==> src/rtl/mstt_pkg.sv <==
// shared constants, codes and payload types for the one-shot task timer
`default_nettype none

package mstt_pkg;

    localparam int SLOTS = 8;
    localparam int MAX_OUT = 8;
    localparam int IDX_W = (SLOTS > 1) ? $clog2(SLOTS) : 1;
    localparam int CNT_W = $clog2(SLOTS + 1);
    localparam int OUT_CNT_W = $clog2(MAX_OUT + 1);

    localparam logic [1:0] CMD_TICK     = 2'd0;
    localparam logic [1:0] CMD_SCHEDULE = 2'd1;
    localparam logic [1:0] CMD_CANCEL   = 2'd2;
    localparam logic [1:0] CMD_COLLECT  = 2'd3;

    localparam logic [2:0] ST_SCHEDULED = 3'd0;
    localparam logic [2:0] ST_REJECTED  = 3'd1;
    localparam logic [2:0] ST_CANCELLED = 3'd2;
    localparam logic [2:0] ST_NOT_FOUND = 3'd3;
    localparam logic [2:0] ST_READY     = 3'd4;
    localparam logic [2:0] ST_NONE      = 3'd5;

    typedef struct packed {
        logic [1:0]  cmd;
        logic [7:0]  slot;
        logic [15:0] task_id;
        logic [15:0] duration;
    } req_t;

    typedef struct packed {
        logic [2:0]  status;
        logic [7:0]  slot_out;
        logic [15:0] task_out;
        logic        last;
    } res_t;

    typedef struct packed {
        logic [15:0] task_id;
        logic [15:0] duration;
        logic [15:0] elapsed;
    } row_t;

endpackage

`default_nettype wire

==> src/rtl/multi_slot_oneshot_task_timer.sv <==
// one-shot task timer slot table walked by one shared update unit
// schedule: out-of-range slots are rejected; if the target is active a cancel walk runs first
// tick and cancel: one slot read per cycle from the slot memory
// collect: a single NONE result with nothing ready, else one result per ready slot reached
// results are one-cycle registered strobes that cannot be stalled; next request once busy drops
// reset stops the timer and marks every slot unwritten, so all slots read as zero
`default_nettype none

module multi_slot_oneshot_task_timer (
    input  wire logic            clk,
    input  wire logic            rst_n,
    input  wire logic            start,
    output logic                 busy,
    input  wire mstt_pkg::req_t  request,
    output logic                 strobe,
    output mstt_pkg::res_t       result
);

    localparam logic [1:0] S_IDLE      = 2'd0;
    localparam logic [1:0] S_SCHED_CHK = 2'd1;
    localparam logic [1:0] S_WALK      = 2'd2;
    localparam logic [1:0] S_SCHED_WR  = 2'd3;

    localparam int IW = mstt_pkg::IDX_W;
    localparam int CW = mstt_pkg::CNT_W;
    localparam int OW = mstt_pkg::OUT_CNT_W;
    localparam int NS = mstt_pkg::SLOTS;

    logic [1:0]           state_reg, state_next;
    logic [1:0]           cmd_reg, cmd_next;
    logic [15:0]          id_reg, id_next;
    logic [15:0]          dur_reg, dur_next;
    logic [IW-1:0]        slot_reg, slot_next;
    logic [CW-1:0]        rd_cnt_reg, rd_cnt_next;
    logic                 pv_reg, pv_next;
    logic [IW-1:0]        pidx_reg, pidx_next;
    logic                 any_reg, any_next;
    logic [OW-1:0]        n_reg, n_next;
    logic                 running_reg, running_next;
    logic [NS-1:0]        ready_reg, ready_next;
    logic [NS-1:0]        vld_reg;
    logic                 strobe_reg, strobe_next;
    mstt_pkg::res_t       res_reg, res_next;

    mstt_pkg::row_t       mem [NS];
    mstt_pkg::row_t       row_reg;
    logic                 rd_vld_reg;
    mstt_pkg::row_t       row;
    mstt_pkg::row_t       wr_row;
    logic                 wr_en;
    logic [IW-1:0]        wr_addr;
    logic [IW-1:0]        rd_addr;

    logic [15:0]          elapsed_inc;
    logic                 expire;
    logic                 walk_end;
    logic                 id_match;
    logic [NS-1:0]        ready_above;
    logic                 last_ready;

    assign busy   = (state_reg != S_IDLE);
    assign strobe = strobe_reg;
    assign result = res_reg;

    // unwritten slots read as zero
    assign row         = rd_vld_reg ? row_reg : '0;
    assign elapsed_inc = row.elapsed + 16'd1;
    assign expire      = (elapsed_inc >= row.duration);
    assign walk_end    = pv_reg && (pidx_reg == IW'(NS - 1));
    assign id_match    = (row.task_id == id_reg);

    always_comb
    begin
        for (int j = 0; j < NS; j++)
        begin
            ready_above[j] = ready_reg[j] && (IW'(j) > pidx_reg);
        end
    end

    assign last_ready = (n_reg == OW'(mstt_pkg::MAX_OUT - 1)) || (ready_above == '0);

    always_comb
    begin
        state_next   = state_reg;
        cmd_next     = cmd_reg;
        id_next      = id_reg;
        dur_next     = dur_reg;
        slot_next    = slot_reg;
        rd_cnt_next  = rd_cnt_reg;
        pv_next      = pv_reg;
        pidx_next    = pidx_reg;
        any_next     = any_reg;
        n_next       = n_reg;
        running_next = running_reg;
        ready_next   = ready_reg;
        strobe_next  = 1'b0;
        res_next     = '0;
        wr_en        = 1'b0;
        wr_addr      = pidx_reg;
        wr_row       = row;
        rd_addr      = rd_cnt_reg[IW-1:0];

        unique case (state_reg)
            S_IDLE:
            begin
                rd_addr = request.slot[IW-1:0];
                if (start)
                begin
                    cmd_next    = request.cmd;
                    id_next     = request.task_id;
                    dur_next    = request.duration;
                    slot_next   = request.slot[IW-1:0];
                    rd_cnt_next = '0;
                    pv_next     = 1'b0;
                    any_next    = 1'b0;
                    n_next      = '0;
                    unique case (request.cmd)
                        mstt_pkg::CMD_TICK:
                        begin
                            if (running_reg)
                            begin
                                state_next = S_WALK;
                            end
                        end
                        mstt_pkg::CMD_SCHEDULE:
                        begin
                            if (request.slot >= 8'(NS))
                            begin
                                strobe_next       = 1'b1;
                                res_next.status   = mstt_pkg::ST_REJECTED;
                                res_next.slot_out = request.slot;
                                res_next.last     = 1'b1;
                            end
                            else
                            begin
                                state_next = S_SCHED_CHK;
                            end
                        end
                        mstt_pkg::CMD_CANCEL:
                        begin
                            state_next = S_WALK;
                        end
                        mstt_pkg::CMD_COLLECT:
                        begin
                            if (ready_reg == '0)
                            begin
                                strobe_next     = 1'b1;
                                res_next.status = mstt_pkg::ST_NONE;
                                res_next.last   = 1'b1;
                            end
                            else
                            begin
                                state_next = S_WALK;
                            end
                        end
                        default:
                        begin
                            state_next = S_IDLE;
                        end
                    endcase
                end
            end

            S_SCHED_CHK:
            begin
                // active target: cancel the first slot holding this id first
                if (row.duration != 16'd0)
                begin
                    state_next = S_WALK;
                end
                else
                begin
                    state_next = S_SCHED_WR;
                end
            end

            S_WALK:
            begin
                if (rd_cnt_reg != CW'(NS))
                begin
                    rd_cnt_next = rd_cnt_reg + CW'(1);
                    pv_next     = 1'b1;
                    pidx_next   = rd_cnt_reg[IW-1:0];
                end
                else
                begin
                    pv_next = 1'b0;
                end

                if (pv_reg)
                begin
                    unique case (cmd_reg) inside
                        mstt_pkg::CMD_TICK:
                        begin
                            if (row.duration != 16'd0)
                            begin
                                any_next       = 1'b1;
                                wr_en          = 1'b1;
                                wr_row.elapsed = elapsed_inc;
                                if (expire)
                                begin
                                    wr_row.duration      = 16'd0;
                                    ready_next[pidx_reg] = 1'b1;
                                end
                            end
                            if (walk_end)
                            begin
                                running_next = any_reg || (row.duration != 16'd0);
                                state_next   = S_IDLE;
                            end
                        end
                        mstt_pkg::CMD_SCHEDULE, mstt_pkg::CMD_CANCEL:
                        begin
                            if (id_match)
                            begin
                                wr_en                = 1'b1;
                                wr_row.duration      = 16'd0;
                                ready_next[pidx_reg] = 1'b0;
                            end
                            if (id_match || walk_end)
                            begin
                                if (cmd_reg == mstt_pkg::CMD_CANCEL)
                                begin
                                    strobe_next     = 1'b1;
                                    res_next.status = id_match ? mstt_pkg::ST_CANCELLED
                                                               : mstt_pkg::ST_NOT_FOUND;
                                    res_next.last   = 1'b1;
                                    state_next      = S_IDLE;
                                end
                                else
                                begin
                                    state_next = S_SCHED_WR;
                                end
                            end
                        end
                        mstt_pkg::CMD_COLLECT:
                        begin
                            if (ready_reg[pidx_reg])
                            begin
                                strobe_next          = 1'b1;
                                res_next.status      = mstt_pkg::ST_READY;
                                res_next.slot_out    = 8'(pidx_reg);
                                res_next.task_out    = row.task_id;
                                res_next.last        = last_ready;
                                wr_en                = 1'b1;
                                wr_row.duration      = 16'd0;
                                wr_row.elapsed       = 16'd0;
                                ready_next[pidx_reg] = 1'b0;
                                n_next               = n_reg + OW'(1);
                                if (last_ready)
                                begin
                                    state_next = S_IDLE;
                                end
                            end
                            if (walk_end)
                            begin
                                state_next = S_IDLE;
                            end
                        end
                        default:
                        begin
                            state_next = S_IDLE;
                        end
                    endcase
                end
            end

            S_SCHED_WR:
            begin
                wr_en             = 1'b1;
                wr_addr           = slot_reg;
                wr_row.task_id    = id_reg;
                wr_row.duration   = dur_reg;
                wr_row.elapsed    = 16'd0;
                running_next      = 1'b1;
                strobe_next       = 1'b1;
                res_next.status   = mstt_pkg::ST_SCHEDULED;
                res_next.slot_out = 8'(slot_reg);
                res_next.last     = 1'b1;
                state_next        = S_IDLE;
            end

            default:
            begin
                state_next = S_IDLE;
            end
        endcase
    end

    always_ff @(posedge clk or negedge rst_n)
    begin
        if (!rst_n)
        begin
            state_reg   <= S_IDLE;
            cmd_reg     <= mstt_pkg::CMD_TICK;
            rd_cnt_reg  <= '0;
            pv_reg      <= 1'b0;
            pidx_reg    <= '0;
            any_reg     <= 1'b0;
            n_reg       <= '0;
            running_reg <= 1'b0;
            ready_reg   <= '0;
            vld_reg     <= '0;
            rd_vld_reg  <= 1'b0;
            strobe_reg  <= 1'b0;
        end
        else
        begin
            state_reg   <= state_next;
            cmd_reg     <= cmd_next;
            rd_cnt_reg  <= rd_cnt_next;
            pv_reg      <= pv_next;
            pidx_reg    <= pidx_next;
            any_reg     <= any_next;
            n_reg       <= n_next;
            running_reg <= running_next;
            ready_reg   <= ready_next;
            rd_vld_reg  <= vld_reg[rd_addr];
            strobe_reg  <= strobe_next;
            if (wr_en)
            begin
                vld_reg[wr_addr] <= 1'b1;
            end
        end
    end

    always_ff @(posedge clk)
    begin
        id_reg   <= id_next;
        dur_reg  <= dur_next;
        slot_reg <= slot_next;
        res_reg  <= res_next;
    end

    // slot table
    always_ff @(posedge clk)
    begin
        if (wr_en)
        begin
            mem[wr_addr] <= wr_row;
        end
        row_reg <= mem[rd_addr];
    end

`ifndef SYNTHESIS
    a_last_ends_cmd: assert property (@(posedge clk) disable iff (!rst_n)
        strobe && result.last |-> !busy)
        else $error("final result shown while a command is still running");

    a_single_last: assert property (@(posedge clk) disable iff (!rst_n)
        strobe && result.status != mstt_pkg::ST_READY |-> result.last)
        else $error("single-result command without last");

    a_task_zero: assert property (@(posedge clk) disable iff (!rst_n)
        strobe && result.status != mstt_pkg::ST_READY |-> result.task_out == 16'd0)
        else $error("task id on a result that carries none");

    a_collect_cap: assert property (@(posedge clk) disable iff (!rst_n)
        n_reg <= OW'(mstt_pkg::MAX_OUT))
        else $error("collect reported more slots than allowed");

    a_sched_runs: assert property (@(posedge clk) disable iff (!rst_n)
        strobe && result.status == mstt_pkg::ST_SCHEDULED |-> running_reg)
        else $error("timer not running after schedule");
`endif

endmodule

`default_nettype wire
==> config.mk <==
export PLATFORM = sky130hd
export DESIGN_NAME = multi_slot_oneshot_task_timer
export DESIGN_NICKNAME = d
export VERILOG_FILES = /design/src/rtl/mstt_pkg.sv /design/src/rtl/multi_slot_oneshot_task_timer.sv
export SDC_FILE = /design/constraint.sdc
export NUM_CORES = 1
export LEC_CHECK = 0
export BUFFER_PORTS_ARGS = -buffer_cell sky130_fd_sc_hd__buf_2
export CORE_MARGIN = 3
export CORE_UTILIZATION = 30
export CTS_CLUSTER_DIAMETER = 200
export DETAILED_ROUTE_END_ITERATION = 16
export PLACE_DENSITY_LB_ADDON = 0.2
export SLEW_MARGIN = 20
export SYNTH_ARGS = -nofsm -noshare
export SYNTH_HDL_FRONTEND = slang
export SYNTH_SLANG_ARGS = --single-unit
==> constraint.sdc <==
create_clock -name clk -period 11.9 [get_ports clk]
set_clock_uncertainty 0.05 [all_clocks]
set_input_delay 0.595 -clock clk [delete_from_list [all_inputs] [get_ports clk]]
set_output_delay 0.595 -clock clk [all_outputs]
set_load 0.02 [all_outputs]
# Word level (Yosys, flattened, before mapping)
# Memories as Yosys holds them, arrays and structs flattened. A register that Yosys moved wholly into a read port is not among the register bits.
# Cells that the tools add are included.
[totals]
regBits = 99
mem_bits_rw = 384
memories = 1
[memory_table]
columns = ["memory", "words", "word_bits", "read_ports", "rd_ports_with_merged_regs", "write_ports", "line", "text"]
rows = [
  ["mem", 8, 48, 1, 1, 1, "multi_slot_oneshot_task_timer.sv:45", "mstt_pkg::row_t mem [NS];"],
]
[op_classes]
n_addsub = 3
order_cmp = 15
eq_ne = 32
mux = 90
bitwise_logic = 4
reduce_logical = 35
[op_table]
columns = ["cell", "n"]
rows = [
  ["2-to-1 mux 32 bit", 3],
  ["one-hot mux 32 bit (2 select lines)", 1],
  ["2-to-1 mux 28 bit", 2],
  ["2-to-1 mux 16 bit", 3],
  ["2-to-1 mux 48 bit", 1],
  ["one-hot mux 16 bit (3 select lines)", 1],
  ["2-to-1 mux 8 bit", 5],
  ["one-hot mux 11 bit (3 select lines)", 1],
  ["one-hot mux 16 bit (2 select lines)", 1],
  ["2-to-1 mux 1 bit", 26],
  ["2-to-1 mux 2 bit", 13],
  ["2-to-1 mux 24 bit", 1],
  ["one-hot mux 8 bit (3 select lines)", 1],
  ["!= test 2 bit, second input constant", 11],
  ["2-to-1 mux 4 bit", 5],
  ["adder 16 x 1 -> 16 bit, second input constant", 1],
  ["== test 16 bit", 1],
  [">= comparator 16 bit", 1],
  ["zero test 8 bit", 2],
  ["bitwise OR 8 bit", 2],
  ["one-hot mux 2 bit (4 select lines)", 2],
  ["one-hot mux 4 bit (2 select lines)", 2],
  ["nonzero test 16 bit", 1],
  ["!= test 3 bit, second input constant", 5],
  ["other kinds (36)", 87],
]

# Longest topological paths before layout
# Gate-level depths: netlist of run 1.
[depth]
depth_word = 10
ltp_mapped = 21
depth_no_buf = 17

# Worst setup path before layout of run 1
# Ideal clock, no wire load.
[synth_path]
path_type = "reg-to-reg"
from = "register rd_vld_reg"
to = "memory mem[7][0] (netlist name), enable pin"
setup_time_ns = 0.514
arrival_ns = 4.856
t_required_ns = 11.336
setup_slack_ns = 6.480
stages_incl_launch_ff = 8
path_buffers = 1
period_less_slack_ns = 5.420
path_cell_list = "dfrtp_1 -> buf_4 -> o21a_1 -> nor3_1 -> o22ai_1 -> nor4_4 -> a41oi_2 -> nor3_1"
[synth_via]
elab_chain_cells = 8
word_cells_on_any_way = 10
[synth_rtl]
columns = ["item", "line", "text"]
rows = [
  ["start: declaration", "multi_slot_oneshot_task_timer.sv:47", "logic rd_vld_reg;"],
  ["start signal: assignment", "multi_slot_oneshot_task_timer.sv:318", "rd_vld_reg <= vld_reg[rd_addr];"],
  ["2-to-1 mux 48 bit *", "multi_slot_oneshot_task_timer.sv:66", "assign row = rd_vld_reg ? row_reg : '0;"],
  ["== test 16 bit / nonzero test 16 bit (equally long branches)", "multi_slot_oneshot_task_timer.sv:70, multi_slot_oneshot_task_timer.sv:195", ""],
  ["2-to-1 mux 1 bit (on tied branches)", "multi_slot_oneshot_task_timer.sv:214, multi_slot_oneshot_task_timer.sv:195", ""],
  ["one-hot mux 1 bit (3 select lines) *", "multi_slot_oneshot_task_timer.sv:192", "unique case (cmd_reg) inside"],
  ["2-to-1 mux 1 bit *", "multi_slot_oneshot_task_timer.sv:190", "if (pv_reg)"],
  ["one-hot mux 1 bit (2 select lines) *", "multi_slot_oneshot_task_timer.sv:103", "unique case (state_reg)"],
  ["2-to-1 mux 1 bit *", "multi_slot_oneshot_task_timer.sv:338", "if (wr_en)"],
  ["2-to-1 mux 1 bit (not written as such) *", "multi_slot_oneshot_task_timer.sv:340", "mem[wr_addr] <= wr_row;"],
  ["end: declaration", "multi_slot_oneshot_task_timer.sv:45", ""],
]
# Mark *: on every way between the ends. The rest lies on a longest branch, timed or not.

==> results.py, run 1 <==
metrics = {
    "run_status": {
        "status": "finished, final reports clean",
    },
    "worst_setup_path": {
        "slowest_stage": "o31ai_4",
        "path_class": "reg -> reg",
        "crit_chain": "buf_4, and2_1, and3_1, nand3_1, or2_2, xor2_1, nor2_1, ha_1, a21oi_1, o21ai_0, a2111oi_0, o31ai_1, o2111a_2, o31ai_4, a22o_1",
        "worst_setup_path_end_kind": "register",
        "crit_fanout": 72,
        "start_kind": "register",
        "critPathRequiredTime_ns": 12.25,
        "critPathMaxStageDelay_ns": 0.83,
        "cp.arrival_ns": 5.61,
    },
    "clock_network": {
        "numCtsBuffers": 54,
        "tritoncts": "done",
        "postCtsSetupBuffers": 0,
        "clk_latency_ns": 0.60,
        "htreeDepth": 2,
        "clock-sinks": 531,
        "cts_max_path_buffers": 3,
        "cts-root-buf": "clkbuf_16",
        "post_cts_resized": 0,
        "ctsHoldBuffers": 0,
        "path_clk_slew_ns": 0.06,
    },
    "synth": {
        "synth_top_area_share_pct": 59.1,
        "yosysTopAreaCell": "edfxtp_1",
        "synth-main-ff-cell": "edfxtp_1",
        "synth_cell_types": 67,
        "yosys_warnings": 0,
        "synthArstFlopShare_pct": 6.78,
        "netlist_instances": 1257,
        "synthTopCellsByArea": "edfxtp_1 (59%), mux4_2 (11%), dfxtp_1 (7.1%)",
        "synth_edf_count": 419,
        "ys_seq_area_share_pct": 70.5,
        "syn_area_per_cell_sq_um": 16.9,
        "ys_seq_elements": 531,
        "syn_nets": 1326,
        "syn-cell-area_sq_um": 21300,
    },
    "sta": {
        "min_period_ns": 5.25,
        "setup_tns_ns": 0,
        "worstMarginPinSlew_ns": 1.09,
        "post-route-period-util_pct": 44.2,
        "final_max_slew_viol_count": 0,
        "hold_violations": 0,
        "rsz0062_at_grt": "false",
        "relSlewSlack_pct": 26.8,
        "fmax_ghz": 0.190,
        "finalSetupViolCount": 0,
        "setup_slack_ns": 6.65,
    },
    "finish": {
        "final_cell_mix": "edfxtp_1 (419), nand2_1 (104), mux4_2 (100)",
        "layout.nets": 1418,
        "antenna_cells": 0,
        "drive_gt1_share_pct": 27.4,
        "largest_reg_flops": 384,
        "areaGrowthSynthToFinish_pct": 16.0,
        "post-route-util_pct": 35.2,
        "final_common_cell": "edfxtp_1",
    },
    "pwr": {
        "ir_drop_mv": 0.209,
        "p_sw_share_pct": 33.2,
        "pwr-share-clk_pct": 25.9,
        "power_switching_mw": 2.26,
        "p_leak_nw": 8.56,
        "internal_power_mw": 4.55,
        "seqPwrFrac_pct": 41.4,
        "p_comb_share_pct": 32.7,
        "p_total_mw": 6.81,
        "power.density_nw_per_um2": 276,
    },
    "grt": {
        "grt_usage_pct": 13.4,
        "grt_overflow": 0,
        "grt_start_max_net_pins": 73,
        "antenna_found_initial": 1,
        "first_global_vias": 11600,
        "grt_pass1_wl_um": 75500,
    },
    "routing": {
        "drt_wl_total_um": 49900,
        "via_count": 11400,
        "viasPerCell": 4.88,
        "remaining_drc_errors": 0,
        "first_pass_iters": 5,
        "wire_per_inst_um": 21.4,
        "ant_nets": 0,
        "drtIter0Drc": 923,
    },
    "place": {
        "place_ws_ns": 6.64,
        "portBuffers": 74,
        "hpwl_um": 28100,
        "globalplace.congestion": 0.799,
    },
    "floorplan": {
        "io_pins": 75,
        "die_x_um": 272,
        "die_y_um": 272,
        "core_sq_um": 70100,
        "dieArea_sq_um": 74200,
        "row_count": 97,
        "start_util_pct": 30.4,
    },
    "min_path": {
        "min_path_type": "in -> async",
    },
    "job": {
        "drv_cap": 0,
    },
}
-- critical path: cells and delay by family (launching register included) --
family | cells | cell delay (ns)
buffers and inverters | 1 | 0.62
adders and majority gates | 1 | 0.31
and+or+nand+nor | 5 | 1.17
xor gates and xnor gates | 1 | 0.15
DFF | 1 | 0.59
AOI/OAI and AO/OA | 7 | 2.15
-- path summary, 6_finish.rpt --
| check | from | end | slack, ns | cells past startpoint |
|---|---|---|---|---|
| min reg2reg | vld_reg[6] | vld_reg[6] | 0.41 | 1 |
| max in group asynchronous | rst_n | rd_vld_reg | 11.05 | 1 |
| min in group clk | request[20] | id_reg[4] | 0.12 | 1 |
| max | rd_vld_reg | mem[4][24] | 6.65 | 15 |
| max reg2reg | rd_vld_reg | mem[4][24] | 6.65 | 15 |
| min | rst_n | vld_reg[2] | 0.10 | 1 |
-- cells in the mapped netlist, types with 9 or more instances --
| cell | n |
|---|---|
| nor4_1 | 10 |
| a21oi_1 | 29 |
| o22ai_1 | 17 |
| a22o_2 | 10 |
| edfxtp_1 | 419 |
| a22o_1 | 15 |
| nor3_1 | 16 |
| o21ai_0 | 28 |
| clkbuf_1 | 35 |
| inv_1 | 17 |
| and2_1 | 10 |
| nand3_1 | 41 |
| ha_1 | 24 |
| xor2_1 | 17 |
| nand4_1 | 9 |
| buf_2 | 15 |
| dfrtp_1 | 36 |
| dfxtp_1 | 76 |
| mux2_2 | 55 |
| o21a_1 | 9 |
| nand2_1 | 104 |
| and3_1 | 23 |
| nand4b_1 | 9 |
| mux4_2 | 100 |
| nor2_1 | 38 |
-- final cells by class --
type,instances,area [sq um]
clock buffer,78,1580
fill,6700,45500
timing repair buffer,96,536
sequential,531,15000
tap,940,1180
inverter,18,67.6
clock inverter,22,289
multi-input combinational,648,6040
-- logic make-up (layout without fill, tap and decap cells) --
family,Yosys count,in the layout,synth area share (%)
AOI/OAI and AO/OA,147,147,4.88
DFF,531,531,70.5
muxes,160,160,13.7
xor gates and xnor gates,23,23,0.946
adders and majority gates,24,24,1.41
buffers and inverters,78,214,1.62
and+or+nand+nor,294,294,6.94
-- per-layer routing --
layer | share of wire, % | vias up | track usage [%]
met5 | 0 | - | 0
met4 | 2.1 | 0 | 3.56
met3 | 4.5 | 74 | 2.32
met2 | 45 | 258 | 20.4
met1 | 49 | 5895 | 19.9
li1 | - | 5160 | -
-- power groups by stage --
stage	registers [mW]	logic [mW]	clock network, mW
finish	2.82	2.22	1.76
CTS	2.82	2.26	1.81
detailed placement	2.86	2.25	0
floorplan	2.74	1.66	0
global placement	2.85	2.24	0
global route	2.85	2.45	1.89
-- metrics by stage --
| step | hold WS [ns] | cells | instance area, sq um |
|---|---|---|---|
| finish | 0.101 | 2333 | 24700 |
| global route | 0.0918 | 2333 | 24700 |
| CTS | 0.0806 | 2333 | 24700 |
| detailed placement | 0.399 | 2233 | 22800 |
| global placement | 0.394 | 2233 | 22800 |
| floorplan | 0.249 | 1257 | 21300 |
Power figures use the tool's default switching activity.
==> inputs of run 2 (changes only) <==
- ABC_AREA: not set -> 1
- clock period: 11.9 -> 5.5 ns (I/O delays scaled with it)
==> run 2 against run 1 <==
Net effect: fmax increased by 17%; area after synthesis increased by 2.8%; via count increased by 27%; global-route usage is 1.2 points higher; synthesized cell count up 52%; register-to-register slack lost 5.6 ns; final cell count up 29%; sequential power increased by 110%; clock power up 120%; critical path depth did not move; worst hold slack gained 0.16 ns; critical endpoint is now mem[4][17]; largest power group unchanged; highest routed layer unchanged.
==> results.py, run 2 <==
metrics = {
    "finish": {
        "regArea_sq_um": 15000,
        "fin_cells": 3020,
        "layout.nets": 2088,
        "final_common_cell": "edfxtp_1",
        "areaGrowthSynthToFinish_pct": 16.8,
        "multi_input_area_sq_um": 5940,
        "drive_gt1_share_pct": 11.7,
        "final_cell_mix": "edfxtp_1 (419), nand2_1 (291), nor2_1 (229)",
        "num-fill-cells": 7122,
        "largest_reg_flops": 384,
        "final_cell_area_sq_um": 25600,
    },
    "routing": {
        "remaining_drc_errors": 0,
        "ant_nets": 0,
        "wire_per_inst_um": 19.0,
        "via_count": 14500,
        "first_pass_iters": 6,
        "viasPerCell": 4.79,
        "drtIter0Drc": 1087,
        "drt_wl_total_um": 57400,
    },
    "job": {
        "drv_cap": 0,
    },
    "worst_setup_path": {
        "crit_end": "mem[4][17]",
        "r2r_start": "rd_vld_reg",
        "cp.arrival_ns": 4.75,
        "path_class": "reg -> reg",
        "reg2reg_to": "mem[4][17]",
        "critPathRequiredTime_ns": 5.76,
        "ff2ff_setup_slack_ns": 1.01,
        "reg2reg_depth": 15,
        "start_kind": "register",
        "worst_setup_path_end_kind": "register",
        "crit_fanout": 28,
        "crit_path_start": "rd_vld_reg",
    },
    "floorplan": {
        "row_count": 98,
        "dieArea_sq_um": 76300,
        "io_pins": 75,
        "core_sq_um": 71900,
        "die_y_um": 276,
        "die_x_um": 276,
        "start_util_pct": 30.5,
    },
    "sta": {
        "fmax_ghz": 0.223,
        "setup_slack_ns": 1.01,
        "post-route-period-util_pct": 81.6,
        "min_period_ns": 4.49,
        "final_max_slew_viol_count": 0,
        "rsz0062_at_grt": "false",
        "finalSetupViolCount": 0,
        "worstMarginPinSlew_ns": 1.05,
        "setup_tns_ns": 0,
        "hold_violations": 0,
        "relSlewSlack_pct": 29.8,
    },
    "run_status": {
        "status": "finished, final reports clean",
    },
    "place": {
        "globalplace.congestion": 0.856,
        "hpwl_um": 32000,
        "place_area_sq_um": 23200,
        "portBuffers": 74,
        "place_ws_ns": 0.998,
        "placedCellCount": 2864,
    },
    "synth": {
        "synth-main-ff-cell": "edfxtp_1",
        "synth_edf_count": 419,
        "synthArstFlopShare_pct": 6.78,
        "synth_cell_types": 42,
        "yosys_warnings": 0,
        "syn_area_per_cell_sq_um": 11.5,
        "synthSimpleGateAreaFrac_pct": 11.9,
        "syn-cell-area_sq_um": 21900,
        "synth_xor_area_share_pct": 0.560,
        "synth_top_area_share_pct": 57.5,
        "synth_compound_gate_area_share_pct": 13.2,
        "ys_seq_area_share_pct": 68.5,
        "yosysTopAreaCell": "edfxtp_1",
        "synth_top_family_by_area": "compound AO/OA/AOI/OAI gates",
        "synthTopCellsByCount": "edfxtp_1 (419), nand2_1 (291), nor2_1 (229), o21ai_0 (155), inv_1 (113)",
        "synthAdderAreaFrac_pct": 1.37,
        "ys_seq_elements": 531,
        "syn_nets": 1981,
        "synthTopCellsByArea": "edfxtp_1 (57%), dfxtp_1 (6.9%), nand2_1 (5.0%)",
        "yosys-mux-area-fraction_pct": 0,
        "netlist_instances": 1912,
        "synth.most_common_cell": "edfxtp_1",
    },
    "clock_network": {
        "clk_latency_ns": 0.64,
        "post_cts_resized": 0,
        "cts-root-buf": "clkbuf_16",
        "path_clk_slew_ns": 0.07,
        "numCtsBuffers": 59,
        "ctsHoldBuffers": 44,
        "tritoncts": "done",
        "htreeDepth": 2,
        "postCtsSetupBuffers": 0,
        "clock-sinks": 531,
        "cts_max_path_buffers": 3,
    },
    "min_path": {
        "min_path_type": "in -> async",
    },
    "grt": {
        "grt_overflow": 0,
        "antenna_found_initial": 0,
        "grt_start_max_net_pins": 120,
        "first_global_vias": 14100,
        "grt_pass1_wl_um": 87500,
        "grt_usage_pct": 14.7,
    },
    "pwr": {
        "p_leak_nw": 9.53,
        "power.density_nw_per_um2": 602,
        "ir_drop_mv": 0.298,
    },
}
[run 2: cell types whose count changed after synthesis, sizes merged, moves of 56 or more]
| cell | change |
|---|---|
| o21bai | +95 |
| o21ai | +233 |
| mux2 | -56 |
| nand2 | +205 |
| mux4 | -100 |
| nor2 | +201 |
| inv | +107 |
[run 2: kinds of logic (layout without fill, tap and decap cells)]
family | count (synthesis) | count (layout)
XOR/XNOR | 14 | 14
buffers and inverters | 221 | 378
AND/OR/NAND/NOR | 629 | 629
adder cells (fa/ha/maj) | 24 | 24
AO/OA/AOI/OAI | 493 | 493
flip-flops | 531 | 531
other | 0 | 1
[run 2: stage by stage]
stage | power, mW | util [%] | hold slack [ns]
3_3_place_gp | 11.6 | 32.4 | 0.388
2_1_floorplan | 9.97 | - | -0.0706
3_5_place_dp | 11.7 | 32.4 | 0.402
6_report | 15.4 | 35.6 | 0.263
5_1_grt | 16.4 | 35.6 | 0.264
4_1_cts | 15.6 | 35.6 | 0.256
[run 2: worst max-delay path, cell delays in order, from the launching register on]
cell	delay, ns
dfrtp_2	0.63
buf_4	0.47
nand2_1	0.17
inv_1	0.15
nand2_1	0.10
nor4_2	0.25
nand3_1	0.12
and2_1	0.18
ha_1	0.29
a211oi_1	0.26
nand2_1	0.09
nor2_1	0.11
nand2_1	0.09
nand3_1	0.10
nand2_2	0.33
o21ai_0	0.77
[run 2: cell type report]
| class | instances | share of cell area, % |
|---|---|---|
| timing repair buffer | 141 | 4.19 |
| tap | 950 | 4.65 |
| multi-input combinational | 1160 | 23.2 |
| antenna | 1 | 0.00978 |
| inverter | 126 | 1.88 |
| sequential | 531 | 58.7 |
| clock buffer | 87 | 6.53 |
| clock inverter | 24 | 0.841 |
[run 2: power by group]
group / internal, mW / total (mW) / switching (mW)
sequential: 5.64 / 5.94 / 0.300
clock: 2.21 / 3.82 / 1.61
combinational: 1.59 / 5.63 / 4.04
[run 2: per-layer routing]
| layer | part of all wire (%) | vias up | track usage (%) |
|---|---|---|---|
| met3 | 4.1 | 74 | 2.45 |
| met2 | 49 | 302 | 24.9 |
| met4 | 1.9 | 0 | 3.49 |
| li1 | - | 6983 | - |
| met1 | 45 | 7115 | 19.5 |
| met5 | 0 | - | 0 |
[run 2: worst min path at each step]
stage | endpoint | depth (start not counted)
detailed placement | async pin | 1
floorplan | async pin | 0
global route | id_reg[0] | 2
CTS | id_reg[13] | 2
finish | vld_reg[1] | 2
global placement | async pin | 1
==> inputs of run 3 (changes only) <==
- clock period: 5.5 -> 4.1 ns (I/O delays scaled with it)
==> run 3 against run 2 <==
Net effect: fmax rose by 19%; sequential cell count did not move; global-route usage rose by 0.080 points; combinational power rose by 38%; final cell count rose by 0.53%; first-iteration DRC count fell by 12%; die area did not move; clock power rose by 47%; clock-buffer cell count fell by 3; via count rose by 0.97%; largest cell class unchanged; largest power group unchanged; highest routed layer unchanged.
==> results.py, run 3 (synthesis results as in run 2) <==
metrics = {
    "run_status": {
        "status": "finished, final reports clean",
    },
    "clock_network": {
        "htreeDepth": 2,
        "cts-root-buf": "clkbuf_16",
        "path_clk_slew_ns": 0.06,
        "clock-sinks": 531,
        "numCtsBuffers": 59,
        "clk_latency_ns": 0.64,
        "cts_max_path_buffers": 3,
        "tritoncts": "done",
    },
    "worst_setup_path": {
        "crit_path_start": "rd_vld_reg",
        "worst_setup_path_end_kind": "register",
        "critPathRequiredTime_ns": 4.46,
        "cp.arrival_ns": 4.14,
        "r2r_start": "rd_vld_reg",
        "crit_fanout": 15,
        "path_class": "reg -> reg",
        "start_kind": "register",
    },
    "finish": {
        "num-fill-cells": 7104,
        "largest_reg_flops": 384,
        "drive_gt1_share_pct": 12.8,
        "layout.nets": 2105,
        "areaGrowthSynthToFinish_pct": 19.2,
        "final_cell_area_sq_um": 26100,
        "final_cell_mix": "edfxtp_1 (419), nand2_1 (291), nor2_1 (229)",
        "final_common_cell": "edfxtp_1",
        "antenna_cells": 0,
    },
    "routing": {
        "remaining_drc_errors": 0,
        "viasPerCell": 4.81,
        "via_count": 14600,
        "drt_wl_total_um": 56900,
        "wire_per_inst_um": 18.7,
        "first_pass_iters": 5,
        "ant_nets": 0,
        "drtIter0Drc": 960,
    },
    "place": {
        "hpwl_um": 34000,
        "place_ws_ns": -0.00994,
        "place_area_sq_um": 23500,
        "globalplace.congestion": 0.847,
        "portBuffers": 74,
    },
    "floorplan": {
        "io_pins": 75,
        "dieArea_sq_um": 76300,
        "die_y_um": 276,
        "core_sq_um": 71900,
        "start_util_pct": 30.5,
        "row_count": 98,
        "die_x_um": 276,
    },
    "sta": {
        "rsz0062_at_grt": "true",
        "relSlewSlack_pct": 35.8,
        "setup_tns_ns": 0,
        "post-route-period-util_pct": 92.3,
        "worstMarginPinSlew_ns": 0.960,
        "final_max_slew_viol_count": 0,
        "min_period_ns": 3.78,
        "whs_ns": 0.211,
        "setup_slack_ns": 0.317,
        "finalSetupViolCount": 0,
        "fmax_ghz": 0.264,
        "hold_violations": 0,
    },
    "pwr": {
        "internal_power_mw": 13.3,
        "p_leak_nw": 9.76,
        "seqPwrFrac_pct": 37.3,
        "power.density_nw_per_um2": 817,
        "p_sw_share_pct": 37.7,
        "pwr-share-clk_pct": 26.3,
        "ir_drop_mv": 0.401,
        "power_switching_mw": 8.04,
        "p_comb_share_pct": 36.4,
    },
    "grt": {
        "grt_pass1_wl_um": 88000,
        "antenna_found_initial": 0,
        "grt_start_max_net_pins": 93,
        "grt_usage_pct": 14.7,
        "first_global_vias": 14700,
        "grt_overflow": 0,
    },
    "job": {
        "drv_cap": 0,
    },
    "min_path": {
        "min_path_type": "in -> async",
    },
}
run 3: changes by cell type in the layout (fill, tap and decap cells not counted), moves of 2 or more:
cell	change
buf_12	+13
bufinv_16	+7
o21ai_0	-6
o21ai_2	+5
buf_4	+4
clkinv_2	-4
clkbuf_1	-3
clkinv_4	-2
inv_6	+2
run 3: path summary, 6_finish.rpt:
| path | to | slack (ns) | cells after the start |
|---|---|---|---|
| hold reg to reg | vld_reg[7] | 0.41 | 2 |
| hold / removal | rd_cnt_reg[3] | 0.21 | 2 |
| min in group clk | id_reg[9] | 0.23 | 2 |
| setup reg to reg | mem[4][22] | 0.32 | 16 |
| setup / recovery | mem[4][22] | 0.32 | 16 |
| max in group asynchronous | rd_vld_reg | 3.13 | 2 |
run 3: area by class of cell:
type	instances	area, sq um	area share, %
Timing Repair Buffer	158	1360	5.22
Clock inverter	27	414	1.59
Clock buffer	84	1670	6.41
Inverter	126	479	1.84
Tap cell	950	1190	4.56
Sequential cell	531	15000	57.5
Multi-Input combinational cell	1160	5970	22.9
run 3: routing by layer:
| metal | vias to the layer above | track usage (%) | wire [um] |
|---|---|---|---|
| met3 | 94 | 2.66 | 2250 |
| met1 | 7233 | 18.8 | 25200 |
| met5 | - | 0 | 0 |
| li1 | 7028 | - | - |
| met4 | 0 | 4.06 | 1300 |
| met2 | 259 | 25.7 | 28100 |
run 3: per-stage QoR:
step | utilization (%) | power (mW) | instances
2_1_floorplan | - | 13.4 | 1912
3_3_place_gp | 32.8 | 15.8 | 2881
3_5_place_dp | 32.8 | 15.9 | 2881
4_1_cts | 36.3 | 21.6 | 3036
5_1_grt | 36.3 | 22.8 | 3036
6_report | 36.3 | 21.3 | 3036
run 3: worst max-delay path, cell delays in order (launching register included):
cell and delay (ns):
dfrtp_2 0.54, buf_4 0.29, nand2_1 0.17, inv_1 0.11
nand3_1 0.18, nor2_2 0.20, nand3_1 0.11, and2_1 0.18
ha_1 0.29, a211oi_1 0.33, nand2_1 0.08, nor2_1 0.11
nand2_1 0.10, nand3_1 0.13, nand2_4 0.17, buf_4 0.22
o21ai_2 0.29
run 3: timing repair:
item	CTS	global route
resized for setup	0	12
setup buffers	0	0
setup endpoints to repair	0	128
hold buffers	44	0
endpoints found under the hold margin	85	0
run 3: power groups by stage:
stage / sequential (mW) / combinational, mW / clock [mW]
after global routing: 8.02 / 8.81 / 5.99
after floorplan: 7.92 / 5.46 / 0
after global placement: 8.05 / 7.70 / 0
after CTS: 7.95 / 7.86 / 5.76
after detailed placement: 8.05 / 7.80 / 0
final: 7.95 / 7.77 / 5.61
